<file path="src/design/ihex_pkg.sv">
// ----------------------------------------------------------------------------
// ihex_pkg
// types, codes and helpers shared by the hex record parser files
// ----------------------------------------------------------------------------
package ihex_pkg;

  localparam int unsigned CharW   = 8;
  localparam int unsigned EventW  = 3;
  localparam int unsigned ByteW   = 8;
  localparam int unsigned WordW   = 16;
  localparam int unsigned ErrW    = 3;
  localparam int unsigned OutDataW = 56;

  // event codes
  localparam logic [EventW-1:0] EV_CONSUMED = 3'd0;
  localparam logic [EventW-1:0] EV_DATA     = 3'd1;
  localparam logic [EventW-1:0] EV_ACCEPTED = 3'd2;
  localparam logic [EventW-1:0] EV_ERROR    = 3'd3;
  localparam logic [EventW-1:0] EV_HALTED   = 3'd4;

  // error codes
  localparam logic [ErrW-1:0] ERR_NONE   = 3'd0;
  localparam logic [ErrW-1:0] ERR_START  = 3'd1;
  localparam logic [ErrW-1:0] ERR_DIGIT  = 3'd2;
  localparam logic [ErrW-1:0] ERR_TYPE   = 3'd3;
  localparam logic [ErrW-1:0] ERR_CSUM   = 3'd4;
  localparam logic [ErrW-1:0] ERR_LENGTH = 3'd5;

  // record types
  localparam logic [ByteW-1:0] REC_DATA      = 8'h00;
  localparam logic [ByteW-1:0] REC_EOF       = 8'h01;
  localparam logic [ByteW-1:0] REC_EXT_SEG   = 8'h02;
  localparam logic [ByteW-1:0] REC_START_SEG = 8'h03;
  localparam logic [ByteW-1:0] REC_EXT_LIN   = 8'h04;
  localparam logic [ByteW-1:0] REC_START_LIN = 8'h05;

  localparam logic [CharW-1:0] CHAR_COLON = 8'h3A;

  typedef struct packed {
    logic [EventW-1:0] event_kind;
    logic [ByteW-1:0]  data_byte;
    logic [WordW-1:0]  address_upper;
    logic [WordW-1:0]  address_lower;
    logic [ByteW-1:0]  record_kind;
    logic [ErrW-1:0]   error_code;
  } result_t;

  // {valid, value}
  function automatic logic [4:0] hex_digit(input logic [CharW-1:0] c);
    logic [4:0] r;
    r = 5'd0;
    if (c >= 8'h30 && c <= 8'h39) begin
      r = {1'b1, c[3:0]};
    end else if ((c >= 8'h61 && c <= 8'h66) || (c >= 8'h41 && c <= 8'h46)) begin
      r = {1'b1, c[3:0] + 4'd9};
    end
    return r;
  endfunction

  function automatic logic is_blank(input logic [CharW-1:0] c);
    return (c == 8'h20) || (c >= 8'h09 && c <= 8'h0D);
  endfunction

  // record end check, first failure wins
  function automatic logic [ErrW-1:0] end_check(input logic [ByteW-1:0] rec_type,
                                                input logic [ByteW-1:0] len,
                                                input logic [ByteW-1:0] sum);
    logic [ErrW-1:0] e;
    e = ERR_NONE;
    if (rec_type > REC_START_LIN) begin
      e = ERR_TYPE;
    end else if (sum != 8'h00) begin
      e = ERR_CSUM;
    end else begin
      case (rec_type)
        REC_EOF:                    if (len != 8'd0) e = ERR_LENGTH;
        REC_EXT_SEG, REC_EXT_LIN:   if (len != 8'd2) e = ERR_LENGTH;
        REC_START_SEG, REC_START_LIN: if (len != 8'd4) e = ERR_LENGTH;
        default:                    e = ERR_NONE;
      endcase
    end
    return e;
  endfunction

endpackage

</file>
<file path="src/design/ihex_parser.sv">
// ----------------------------------------------------------------------------
// ihex_parser
// record state machine: one character step per enable, result out combinational
// ----------------------------------------------------------------------------
module ihex_parser
  import ihex_pkg::*;
(
  input  logic             clk_i,
  input  logic             rst_ni,
  input  logic             step_i,
  input  logic [CharW-1:0] char_i,
  output result_t          res_o
);

  typedef enum logic [2:0] {
    PH_WAIT, PH_COUNT, PH_OFFSET, PH_TYPE, PH_DATA, PH_CSUM, PH_HALT
  } phase_e;

  phase_e           phase_q, phase_d;
  logic             second_q, second_d;
  logic [3:0]       nibble_q, nibble_d;
  logic [ByteW-1:0] idx_q, idx_d;
  logic [ByteW-1:0] len_q, len_d;
  logic [WordW-1:0] offset_q, offset_d;
  logic [ByteW-1:0] type_q, type_d;
  logic [ByteW-1:0] sum_q, sum_d;
  logic [WordW-1:0] upper_q, upper_d;
  logic [WordW-1:0] pending_q, pending_d;
  logic [ErrW-1:0]  err_q, err_d;

  logic [4:0]       dig;
  logic [ByteW-1:0] b;
  logic [ByteW-1:0] sum_new;
  logic [ErrW-1:0]  chk;
  logic [EventW-1:0] ev;
  logic [ByteW-1:0] out_byte;
  logic [WordW-1:0] out_lower;

  assign dig     = hex_digit(char_i);
  assign b       = {nibble_q, dig[3:0]};
  assign sum_new = sum_q + b;
  assign chk     = end_check(type_q, len_q, sum_new);

  always_comb begin
    phase_d   = phase_q;
    second_d  = second_q;
    nibble_d  = nibble_q;
    idx_d     = idx_q;
    len_d     = len_q;
    offset_d  = offset_q;
    type_d    = type_q;
    sum_d     = sum_q;
    upper_d   = upper_q;
    pending_d = pending_q;
    err_d     = err_q;
    ev        = EV_CONSUMED;
    out_byte  = '0;
    out_lower = '0;

    case (phase_q)
      PH_WAIT: begin
        if (is_blank(char_i)) begin
          ev = EV_CONSUMED;
        end else if (char_i == CHAR_COLON) begin
          phase_d  = PH_COUNT;
          second_d = 1'b0;
          idx_d    = '0;
          offset_d = '0;
          sum_d    = '0;
        end else begin
          err_d   = ERR_START;
          phase_d = PH_HALT;
          ev      = EV_ERROR;
        end
      end
      PH_COUNT, PH_OFFSET, PH_TYPE, PH_DATA, PH_CSUM: begin
        if (!dig[4]) begin
          err_d   = ERR_DIGIT;
          phase_d = PH_HALT;
          ev      = EV_ERROR;
        end else if (!second_q) begin
          nibble_d = dig[3:0];
          second_d = 1'b1;
        end else begin
          second_d = 1'b0;
          sum_d    = sum_new;
          case (phase_q)
            PH_COUNT: begin
              len_d   = b;
              idx_d   = '0;
              phase_d = PH_OFFSET;
            end
            PH_OFFSET: begin
              offset_d = {offset_q[ByteW-1:0], b};
              if (idx_q != 8'd0) begin
                idx_d   = '0;
                phase_d = PH_TYPE;
              end else begin
                idx_d = idx_q + 8'd1;
              end
            end
            PH_TYPE: begin
              type_d  = b;
              idx_d   = '0;
              phase_d = (len_q != 8'd0) ? PH_DATA : PH_CSUM;
            end
            PH_DATA: begin
              if (idx_q == 8'd0) begin
                pending_d[WordW-1:ByteW] = b;
              end else if (idx_q == 8'd1) begin
                pending_d[ByteW-1:0] = b;
              end
              idx_d = idx_q + 8'd1;
              if ((idx_q + 8'd1) >= len_q) phase_d = PH_CSUM;
              if (type_q == REC_DATA) begin
                ev        = EV_DATA;
                out_byte  = b;
                out_lower = offset_q + {8'd0, idx_q};
              end
            end
            default: begin
              if (chk != ERR_NONE) begin
                err_d   = chk;
                phase_d = PH_HALT;
                ev      = EV_ERROR;
              end else begin
                if (type_q == REC_EXT_LIN) upper_d = pending_q;
                phase_d = PH_WAIT;
                ev      = EV_ACCEPTED;
              end
            end
          endcase
        end
      end
      default: begin
        ev = EV_HALTED;
      end
    endcase
  end

  assign res_o = '{event_kind:    ev,
                   data_byte:     out_byte,
                   address_upper: upper_d,
                   address_lower: out_lower,
                   record_kind:   type_d,
                   error_code:    err_d};

  always_ff @(posedge clk_i or negedge rst_ni) begin
    if (!rst_ni) begin
      phase_q   <= PH_WAIT;
      second_q  <= 1'b0;
      nibble_q  <= '0;
      idx_q     <= '0;
      len_q     <= '0;
      offset_q  <= '0;
      type_q    <= '0;
      sum_q     <= '0;
      upper_q   <= '0;
      pending_q <= '0;
      err_q     <= ERR_NONE;
    end else if (step_i) begin
      phase_q   <= phase_d;
      second_q  <= second_d;
      nibble_q  <= nibble_d;
      idx_q     <= idx_d;
      len_q     <= len_d;
      offset_q  <= offset_d;
      type_q    <= type_d;
      sum_q     <= sum_d;
      upper_q   <= upper_d;
      pending_q <= pending_d;
      err_q     <= err_d;
    end
  end

endmodule

</file>
<file path="src/design/intel_hex_record_parser.sv">
// ----------------------------------------------------------------------------
// intel_hex_record_parser
// hex text to load bytes with 32-bit addresses, record checks and status
// ----------------------------------------------------------------------------
// Takes one ASCII character per transfer and returns exactly one result per
// character. A character is registered on entry, then the parser state is
// updated and the result lands in the output register, so a new character
// is taken every cycle while the output side keeps up; the parser's state
// update per step sets that rate. Data bytes leave before their record's
// checksum is seen: drop them if the record later reports an error. After
// the first error every character returns the halted event until reset.
module intel_hex_record_parser
  import ihex_pkg::*;
(
  input  logic                clk_i,
  input  logic                rst_ni,
  input  logic                s_axis_tvalid,
  output logic                s_axis_tready,
  input  logic [CharW-1:0]    s_axis_tdata,   // [7:0] text_char
  output logic                m_axis_tvalid,
  input  logic                m_axis_tready,
  output logic [OutDataW-1:0] m_axis_tdata,   // [7:0] data_byte, [23:8] address_upper,
                                              // [39:24] address_lower, [47:40] record_kind,
                                              // [50:48] error_code, [55:51] zero
  output logic [EventW-1:0]   m_axis_tuser    // [2:0] event_kind
);

  logic             in_valid_q;
  logic [CharW-1:0] in_char_q;
  logic             out_valid_q;
  result_t          out_q;
  result_t          res;
  logic             advance;
  logic             step;

  assign advance       = !out_valid_q || m_axis_tready;
  assign step          = in_valid_q && advance;
  assign s_axis_tready = !in_valid_q || advance;

  ihex_parser u_parser (
    .clk_i  (clk_i),
    .rst_ni (rst_ni),
    .step_i (step),
    .char_i (in_char_q),
    .res_o  (res)
  );

  always_ff @(posedge clk_i or negedge rst_ni) begin
    if (!rst_ni) begin
      in_valid_q  <= 1'b0;
      out_valid_q <= 1'b0;
    end else begin
      if (s_axis_tvalid && s_axis_tready) begin
        in_valid_q <= 1'b1;
      end else if (step) begin
        in_valid_q <= 1'b0;
      end
      if (step) begin
        out_valid_q <= 1'b1;
      end else if (m_axis_tready) begin
        out_valid_q <= 1'b0;
      end
    end
  end

  // payload registers
  always_ff @(posedge clk_i) begin
    if (s_axis_tvalid && s_axis_tready) in_char_q <= s_axis_tdata;
    if (step) out_q <= res;
  end

  assign m_axis_tvalid = out_valid_q;
  assign m_axis_tuser  = out_q.event_kind;
  assign m_axis_tdata  = {5'd0, out_q.error_code, out_q.record_kind,
                          out_q.address_lower, out_q.address_upper, out_q.data_byte};

endmodule

</file>
<file path="config.mk">
export PLATFORM = sky130hd
export DESIGN_NAME = intel_hex_record_parser
export DESIGN_NICKNAME = d
export VERILOG_FILES = /design/src/design/ihex_pkg.sv /design/src/design/ihex_parser.sv /design/src/design/intel_hex_record_parser.sv
export SDC_FILE = /design/constraint.sdc
export NUM_CORES = 1
export LEC_CHECK = 0
export ABC_AREA = 1
export BUFFER_PORTS_ARGS = -buffer_cell sky130_fd_sc_hd__buf_2
export CAP_MARGIN = 20
export CORE_UTILIZATION = 54
export DETAILED_ROUTE_END_ITERATION = 12
export GPL_TIMING_DRIVEN = 0
export PLACE_DENSITY = 0.79
export SYNTH_ARGS = -nofsm -noshare
export SYNTH_HDL_FRONTEND = slang
export SYNTH_SLANG_ARGS = --single-unit
</file>
<file path="constraint.sdc">
create_clock -name clk_i -period 3.59 [get_ports clk_i]
set_clock_uncertainty 0.2 [all_clocks]
set_input_delay 0.5385 -clock clk_i [delete_from_list [all_inputs] [get_ports clk_i]]
set_output_delay 0.5385 -clock clk_i [all_outputs]
set_load 0.01 [all_outputs]
</file>
### After elaboration in Yosys (flattened, before gate mapping)

Cells that the tools add are included.

* $add $sub $neg: 4
* $lt $le $gt $ge: 10
* equality and inequality tests: 24
* multiplexer cells: 68
* bitwise logic cells: 2
* reduce and logical (&&, ||, !) cells: 38

Operators by type and width (count)
* $mux W16: 11
* $mux W8: 11
* $mux W3: 21
* $pmux W16 S2: 1
* $pmux W8 S2: 2
* $pmux W3 S2: 4
* $pmux W8 S3: 1
* $reduce_bool A8 Y1: 3
* $reduce_and A7 Y1: 3
* $reduce_and A6 Y1: 3
* $add A16 B8 Y16: 1
* $eq A8 B1 Y1 const B: 2
* $eq A8 B2 Y1 const B: 2
* $eq A8 B3 Y1 const B: 2
* $eq A8 B6 Y1 const B: 2
* $ge A8 B7 Y1 const B: 2
* $le A8 B7 Y1 const B: 2
* $logic_not A8 Y1: 2
* $reduce_and A5 Y1: 3
* $pmux W3 S4: 1
* $mux W1: 11
* $mux W5: 2
* $pmux W3 S3: 1
* $add A8 B1 Y8 const B: 1
* other kinds (32): 52

* flip-flop bits (word level): 155
* output and inout bits: 61
* word-level logic and storage cells: 167

### Logic depth before layout (Yosys ltp)

Gate-level depths: netlist (run 1).

* depth after elaboration: 15
* mapped depth: 27
* mapped depth without buffers: 27

### By module

From an unflattened synthesis (run 1), not the netlist that was laid out.

* cells, all modules: 889
* area, all modules: 8166.6 um^2

Modules (own cells, without submodules)
* ihex_parser: instances 1, cells an instance 809, area each 6168.4 um^2
* intel_hex_record_parser: instances 1, cells an instance 80, area each 1998.2 um^2

### Worst setup path after synthesis (run 1)

Ideal clock, no wire load.

* kind: reg-to-reg
* start point: reg in_char_q[1]
* end point: reg out_q (netlist bit m_axis_tdata[13]) (data pin)
* library setup time: 0.255 ns
* arrival: 3.510 ns
* data required time: 3.135 ns
* slack: -0.374 ns
* cell stages (with the launch flop): 23
* path through: edfxtp_1 > inv_1 > ha_1 > inv_1 > o211ai_2 > nand2_4 > xor2_1 > inv_1 > nand2_1 > inv_1 > ha_1 > fa_1 > or2_2 > nor2_1 > nand3_1 > nor2_1 > nand2_1 > nor2_1 > nand2_1 > clkinv_1 > buf_2 > nand3b_1 > and2_1

RTL lines
* from (decl): RTL line intel_hex_record_parser.sv:29 `logic [CharW-1:0] in_char_q;`
* from (signal assigned): RTL line intel_hex_record_parser.sv:68 `if (s_axis_tvalid && s_axis_tready) in_char_q <= s_axis_tdata;`
* to (signal assigned): RTL line intel_hex_record_parser.sv:69 `if (step) out_q <= res;`
* to (decl): RTL line intel_hex_record_parser.sv:31 `result_t out_q;`

==> metrics.csv, run 1 <==
stage,metric,value,unit
sta,fmax,251,MHz
synth,synth_area,8040,µm²
placement,hpwlAfterDp,12700,µm
run_status,violations,negative setup slack,
synth,syn_area_per_cell,8.81,µm²
clock_network,clkLatencyLatePin,0.43,ns
placement,io_buffer_count,67,
clock_network,htreeDepth,4,
floorplanning,dieArea,15400,µm²
clock_network,cts_buffers,17,
min_path,hold_path_class,in -> reg,
setup_path,cpPeakStageDelay,0.46,ns
sta,holdWs,0.0755,ns
sta,worst_pin_slew,0.854,ns
clock_network,cts.sinks,155,
synth,synth-edff-count,62,
setup_path,crit_family,simple AND/OR/NAND/NOR gates,
synth,synth_compound_area_frac,0.0971,
floorplanning,die_h,124,µm
setup_path,crit_type,reg -> reg,
floorplanning,core,14500,µm²
setup_path,path_cells,inv_2 > ha_4 > inv_2 > o211ai_4 > nand2_4 > xor2_4 > inv_2 > nand2_4 > inv_4 > ha_4 > fa_1 > or2_4 > nor2_1 > nand3_1 > nor2_2 > nand2_1 > nor2_1 > nand2_2 > clkinv_4 > buf_8 > nand3b_1 > and2_1,
synth,synth_top_family_by_area,simple AND/OR/NAND/NOR gates,
synth,synth_mux_area_frac,0,
setup_path,path_common_cell,inv_2,
sta,maxSlewViolCount,0,
detailed_routing,ant_nets,0,
final_layout,fin_util,0.661,
setup_path,cp-end-kind,register,
final_layout,fillers,1136,
sta,worst_slack,-0.394,ns
floorplanning,ioPinCount,73,
sta,period_minus_slack,3.98,ns
power_and_ir_drop,vdd_drop_max,0.000417,V
detailed_routing,route.vias.total,6593,
grt,gr-total-overflow,0,
grt,grt_start_max_net_pins,65,
setup_path,crit_required,3.58,ns
synth,synthAdderAreaFrac,0.0532,
clock_network,cts_tree,yes,
synth,ys_ff_latch,155,
synth,ys_async_sr_fraction,0.600,
clock_network,clock-root-buffer,clkbuf_16,
placement,gp_congestion,0.933,
synth,synth_ff_type,dfrtp_1,
power_and_ir_drop,total_power,7.48,mW
detailed_routing,drt-initial-drc-count,521,
synth,synthSimpleGateAreaFrac,0.236,
final_layout,nNetsFinal,1065,
final_layout,n_antenna_cell,0,
power_and_ir_drop,p_leak,4.47,nW
grt,grt_pass1_vias,6103,
sta,max-slew-margin-rel,0.431,
detailed_routing,wl_per_cell,15.3,µm
placement,dp_cells,1168,
synth,synth-xor-area-share,0.0142,
detailed_routing,routed_wl,18600,µm
final_layout,area_growth,19.6,%
sta,finalSetupViolCount,41,
floorplanning,rows,44,
floorplanning,start_util,0.553,
detailed_routing,firstDrtPassIters,6,
setup_path,cp_max_fo,8,
synth,yosysUniqueCellTypes,45,
setup_path,crit_buf_inv,6,
synth,ys_warn_count,0,
job,maxCapViolCount,0,
grt,grt_pass1_wl,29600,µm
final_layout,drive_gt1_frac,0.184,
synth,ys_seq_area_frac,0.521,
clock_network,cts.reportedPaths.clkPinSlew,0.07,ns
sta,fin_crit_sh,1.11,
placement,place_ws,-0.916,ns
sta,finalHoldViolCount,0,
grt,grt.total_usage,0.255,
setup_path,cp-start-kind,register,
detailed_routing,drc_errors,0,
setup_path,arrival,3.97,ns
grt,grt_antenna_before_repair,0,
floorplanning,fp.dieW,124,µm
sta,rsz0062_at_grt,yes,
final_layout,stdcell_count,1217,
setup_path,slowest_stage,fa_1,
detailed_routing,drt-vias-per-instance,5.42,
clock_network,cts_max_path_buffers,2,
synth,synth_cells,912,
power_and_ir_drop,power.density,778,nW/µm²
run_status,status,finished with violations,
worst paths after layout:
check,end,slack [ns],startpoint,cells after the start
max in group asynchronous,u_parser.offset_q[15]$_DFFE_PN0P_,2.14,rst_ni,3
min in group asynchronous,u_parser.type_q[5]$_DFFE_PN0P_,0.39,rst_ni,2
worst min-delay path,in_char_q[5]$_DFFE_PP_,0.08,s_axis_tdata[5],1
worst min register to register,u_parser.pending_q[2]$_DFFE_PN0P_,0.28,u_parser.pending_q[2]$_DFFE_PN0P_,2
worst max-delay path,m_axis_tdata[21]$_DFFE_PP_,-0.39,in_char_q[1]$_DFFE_PP_,22
worst max register to register,m_axis_tdata[21]$_DFFE_PP_,-0.39,in_char_q[1]$_DFFE_PP_,22
worst reg2reg max path, cell delays in order (launching register included):
cell,delay [ns]
edfxtp_1,0.45
inv_2,0.14
ha_4,0.16
inv_2,0.05
o211ai_4,0.18
nand2_4,0.12
xor2_4,0.19
inv_2,0.07
nand2_4,0.08
inv_4,0.04
ha_4,0.15
fa_1,0.46
or2_4,0.24
nor2_1,0.11
nand3_1,0.11
nor2_2,0.13
nand2_1,0.06
nor2_1,0.13
nand2_2,0.11
clkinv_4,0.14
buf_8,0.13
nand3b_1,0.11
and2_1,0.18
Yosys cell counts (4+ instances only):
cell type,number,area share
nand2_1,202,0.094
buf_4,6,0.0056
o21ai_0,81,0.050
o31ai_1,12,0.011
nand2_2,10,0.0078
o21ai_1,5,0.0031
nand3_1,58,0.036
edfxtp_1,62,0.23
inv_2,6,0.0028
xor2_1,10,0.011
o21a_1,4,0.0037
clkbuf_1,8,0.0037
nor3_1,8,0.0050
nand3b_1,16,0.015
nand4_1,14,0.011
nor2_1,74,0.035
ha_1,31,0.048
a21oi_1,30,0.019
inv_1,123,0.057
o22ai_1,5,0.0039
dfrtp_1,93,0.29
buf_2,6,0.0037
and2_1,17,0.013
sequential cells by signal (all words and copies together) (netlist names), 4 cells and up:
name,cells
in_char_q,8
m_axis_tdata,51
u_parser.idx_q,8
u_parser.len_q,8
u_parser.nibble_q,4
u_parser.offset_q,16
u_parser.pending_q,16
u_parser.sum_q,8
u_parser.type_q,8
u_parser.upper_q,16
cell type report:
cell class | instances | area [µm²] | area share
buffer | 23 | 154 | 0.0160
clock buffer | 19 | 443 | 0.0461
clock inverter | 13 | 105 | 0.0109
inverter | 131 | 504 | 0.0525
multi-input combinational | 607 | 3430 | 0.357
tap | 184 | 230 | 0.0240
sequential | 155 | 4190 | 0.436
timing repair buffer | 85 | 553 | 0.0575
cells in the final DEF (no fill, tap or decap), types with 7 or more instances in the layout:
master	netlist	final
o31ai_1	12	12
nand4_1	14	14
nand2_2	10	11
nor2_1	74	73
and2_1	17	13
inv_1	123	117
nand3_1	58	57
dfrtp_1	93	93
inv_2	6	10
nand2_1	202	192
nand3b_1	16	16
clkbuf_16	0	18
nand2_4	3	11
nor3_1	8	8
ha_1	31	28
clkbuf_1	8	8
xor2_1	10	7
buf_2	6	71
a21oi_1	30	30
edfxtp_1	62	62
buf_4	6	18
o21ai_1	5	19
o21ai_0	81	66
through the flow:
step / instance area (µm²) / setup TNS (ns)
after CTS: 9460 / -10.70
final: 9610 / -12.33
after global routing: 9610 / -20.83
after global placement: 8680 / -61.21
after detailed placement: 8710 / -31.09
after floorplan: 8110 / -1.68
cells by family (layout without fill, tap and decap cells):
kind of cell,Yosys count,in the layout
flops,155,155
other cells,1,5
xor+xnor,13,13
fa+ha+maj,33,33
compound gates,143,143
buf+inv,154,271
simple gates,413,413
metal layers:
metal / GRT usage / vias up / share of wire
li1: - / 3215 / -
met1: 0.330 / 3100 / 0.43
met2: 0.427 / 242 / 0.49
met3: 0.0485 / 36 / 0.052
met4: 0.0915 / 0 / 0.022
met5: 0 / - / 0
power breakdown:
part           leakage, nW  switching, mW  internal, mW
Combinational         2.33           1.94          1.18
Sequential            1.88          0.306          2.37
Clock                0.265          0.764         0.919
Total                 4.47           3.01          4.47
what timing repair did:
action,4_1_cts,5_1_grt
gates resized for setup,27,28
pin swaps,15,6
setup buffers,10,4
hold buffers,1,0
setup endpoints to repair,42,41
gates cloned,1,1
hold endpoints to repair,29,0
(Power assumes the default switching activity.)
==> run 2: changes to the inputs <==
--- a/config.mk
+++ b/config.mk
@@ -5,12 +5,13 @@
 export SDC_FILE = /design/constraint.sdc
 export NUM_CORES = 1
 export LEC_CHECK = 0
-export ABC_AREA = 1
+export ABC_AREA = 0
 export BUFFER_PORTS_ARGS = -buffer_cell sky130_fd_sc_hd__buf_2
 export CAP_MARGIN = 20
 export CORE_UTILIZATION = 54
 export DETAILED_ROUTE_END_ITERATION = 12
 export GPL_TIMING_DRIVEN = 0
+export HOLD_SLACK_MARGIN = 0.05
 export PLACE_DENSITY = 0.79
 export SYNTH_ARGS = -nofsm -noshare
 export SYNTH_HDL_FRONTEND = slang
==> metrics.csv, run 2 <==
stage,metric,value,unit,change
run_status,status,finished with violations,,
run_status,violations,negative setup slack,,
setup_path,cp-start-kind,register,,
floorplanning,core,14100,µm²,-3.0%
synth,synth-xor-area-share,0.0254,,+0.0113
placement,io_buffer_count,67,,unchanged
synth,ys_ff_latch,155,,unchanged
final_layout,area_growth,23.6,%,
clock_network,cts_max_path_buffers,2,,unchanged
final_layout,fillers,983,,-13%
synth,ys_seq_area_frac,0.529,,+0.00782
final_layout,finalInstanceArea,9790,µm²,+1.9%
floorplanning,start_util,0.562,,+0.00875
synth,synth_cells,736,,-19%
synth,synth_top_area_frac,0.294,,+0.00434
floorplanning,die_h,123,µm,-0.73%
detailed_routing,route.vias.total,6440,,-2.3%
power_and_ir_drop,vdd_drop_max,0.000396,V,-5.0%
sta,fin_crit_sh,1.24,,+0.130
clock_network,cts_tree,yes,,
floorplanning,ioPinCount,73,,unchanged
synth,ys_warn_count,0,,unchanged
sta,maxSlewViolCount,0,,unchanged
synth,synth_area,7920,µm²,-1.5%
final_layout,drive_gt1_frac,0.248,,+0.0641
clock_network,clock-root-buffer,clkbuf_16,,
final_layout,largest_reg_flops,51,,unchanged
placement,dp_cells,989,,-15%
detailed_routing,routed_wl,21000,µm,+13%
min_path,hold_depth,1,,unchanged
setup_path,path_common_cell,buf_12,,
sta,fmax,225,MHz,-10%
sta,worst_pin_slew,0.841,ns,-0.0127 ns
synth,yosysUniqueCellTypes,68,,+51%
synth,synth.area.top_cells,"dfrtp_1 29%, edfxtp_1 24%, nand2_1 5.1%",,
setup_path,crit_required,3.57,ns,about the same
final_layout,layout_commonest_cell,nand2_1,,
grt,grt_pass1_vias,6435,,+5.4%
synth,synthAdderAreaFrac,0.0540,,+0.000799
synth,yosysTopAreaCell,dfrtp_1,,
synth,synthSimpleGateAreaFrac,0.154,,-0.0818
detailed_routing,ant_nets,0,,unchanged
setup_path,cp-end-kind,register,,
synth,synth_common_cells,"108 x nand2_1, 93 x dfrtp_1, 74 x o21ai_0, 62 x edfxtp_1, 49 x nor2_1",,
synth,synth_compound_area_frac,0.136,,+0.0392
detailed_routing,drc_errors,0,,unchanged
sta,max-slew-margin-rel,0.435,,+0.00412
power_and_ir_drop,total_power,4.92,mW,-34%
grt,grt.total_usage,0.287,,+0.0317
grt,grt_antenna_before_repair,0,,unchanged
synth,syn_area_per_cell,10.8,µm²,+22%
final_layout,nNetsFinal,907,,-15%
placement,gp_congestion,0.900,,-3.5%
grt,grt_pass1_wl,32500,µm,+9.5%
clock_network,htreeDepth,4,,unchanged
synth,synth_ff_type,dfrtp_1,,
clock_network,cts.sinks,155,,unchanged
placement,hpwlAfterDp,13100,µm,+3.0%
clock_network,cts_buffers,17,,unchanged
sta,holdWs,0.0768,ns,+0.00127 ns
synth,synth_mux_area_frac,0.0615,,+0.0615
placement,postPlaceCellArea,8620,µm²,-1.0%
setup_path,arrival,4.43,ns,+0.46 ns
clock_network,cts.reportedPaths.clkPinSlew,0.06,ns,about the same
final_layout,stdcell_count,1055,,-13%
setup_path,path_cells,inv_2 > ha_4 > o21bai_1 > a21o_2 > buf_12 > xnor2_4 > nor2_4 > ha_4 > fa_2 > xor2_1 > or3_1 > a221oi_2 > and3_4 > nand4bb_4 > nor3_4 > buf_12 > buf_12 > mux2_4,,
sta,rsz0062_at_grt,yes,,
final_layout,n_antenna_cell,0,,unchanged
job,maxCapViolCount,0,,unchanged
grt,grt_start_max_net_pins,56,,-14%
detailed_routing,drt-vias-per-instance,6.10,,+13%
clock_network,clkLatencyLatePin,0.43,ns,about the same
grt,gr-total-overflow,0,,unchanged
synth,synth-edff-count,62,,unchanged
floorplanning,dieArea,15200,µm²,-1.5%
detailed_routing,drt-initial-drc-count,758,,+45%
final_layout,final_cell_mix,"106 x nand2_1, 93 x dfrtp_1, 73 x o21ai_0",,
setup_path,cpPeakStageDelay,0.47,ns,about the same
sta,period_minus_slack,4.45,ns,+0.467 ns
sta,finalSetupViolCount,41,,unchanged
floorplanning,fp.dieW,123,µm,-0.73%
detailed_routing,wl_per_cell,19.9,µm,+30%
power_and_ir_drop,p_leak,4.27,nW,-4.5%
sta,finalHoldViolCount,0,,unchanged
floorplanning,rows,43,,-2.3%
sta,worst_slack,-0.861,ns,-0.467 ns
detailed_routing,firstDrtPassIters,5,,-1
final_layout,fin_util,0.695,,+0.0332
setup_path,slowest_stage,edfxtp_1,,
synth,synth_top_family_by_area,simple AND/OR/NAND/NOR gates,,
min_path,hold_path_class,in -> reg,,
synth,ys_async_sr_fraction,0.600,,unchanged
power_and_ir_drop,power.density,502,nW/µm²,-35%
setup_path,r2r_cells,18,,-18%
setup_path,cp_max_fo,5,,-3
synth,yosysMostFrequentCell,nand2_1,,
setup_path,crit_type,reg -> reg,,
-- run 2: path summary, 6_finish.rpt --
kind                                                     from                          endpoint  slack (ns)
worst max-delay path                   in_char_q[0]$_DFFE_PP_        m_axis_tdata[15]$_DFFE_PP_       -0.86
worst min-delay path                          s_axis_tdata[7]            in_char_q[7]$_DFFE_PP_        0.08
worst max register to register         in_char_q[0]$_DFFE_PP_        m_axis_tdata[15]$_DFFE_PP_       -0.86
worst min register to register  u_parser.sum_q[2]$_DFFE_PN0P_     u_parser.sum_q[2]$_DFFE_PN0P_        0.29
max in group asynchronous                              rst_ni  u_parser.nibble_q[2]$_DFFE_PN0P_        2.09
min in group asynchronous                              rst_ni  u_parser.upper_q[11]$_DFFE_PN0P_        0.43
-- run 2: timing repair --
action / 4_1_cts / 5_1_grt
pin swaps: 17 / 19
endpoints found under the hold margin: 38 / 0
gates resized for setup: 41 / 10
setup endpoints to repair: 44 / 43
gates cloned: 1 / 1
hold buffers: 1 / 0
setup buffers: 26 / 10
-- run 2: logic make-up (layout without fill, tap and decap cells) --
logic type / after synthesis / after routing
AND/OR/NAND/NOR: 250 / 250
buffers and inverters: 68 / 203
multiplexers: 37 / 37
XOR/XNOR: 23 / 23
flip-flops: 155 / 155
AO/OA/AOI/OAI: 169 / 169
adder cells (fa/ha/maj): 33 / 33
other: 1 / 5
-- run 2: layout make-up --
type                       instances  area, µm²  share of cell area
clock inverter                     8       52.6             0.00537
inverter                          34        128              0.0130
sequential                       155       4190               0.428
multi-input combinational        517       3740               0.382
tap                              180        225              0.0230
timing repair buffer             105        764              0.0781
buffer                            32        174              0.0178
clock buffer                      24        514              0.0525
-- run 2: critical path, delay by kind of cell, from the launching register on --
family | cells | cell delay (ns)
and+or+nand+nor | 5 | 1.05
adders and majority gates | 3 | 0.70
buffers and inverters | 4 | 0.55
muxes | 1 | 0.31
DFF | 1 | 0.47
AOI/OAI and AO/OA | 3 | 0.54
xor gates and xnor gates | 2 | 0.37
-- run 2: metal layers --
| layer | vias to the layer above | GRT usage | routed length, µm |
|---|---|---|---|
| met5 | - | 0 | 0 |
| met4 | 0 | 0.135 | 755 |
| met3 | 89 | 0.0646 | 1430 |
| met2 | 341 | 0.483 | 10600 |
| met1 | 3131 | 0.350 | 8230 |
| li1 | 2879 | - | - |
-- run 2: where the power goes --
group	switching, mW	internal (mW)	total, mW
clock network	0.725	1.00	1.73
logic	0.712	0.397	1.11
registers	0.0962	1.99	2.08
total	1.53	3.39	4.92
-- run 2: metrics by stage --
| step | setup slack, ns | setup TNS, ns |
|---|---|---|
| floorplan | -0.802 | -24.03 |
| global placement | -1.58 | -67.67 |
| detailed placement | -1.74 | -60.59 |
| CTS | -0.881 | -31.65 |
| global route | -0.991 | -35.97 |
| finish | -0.861 | -30.58 |
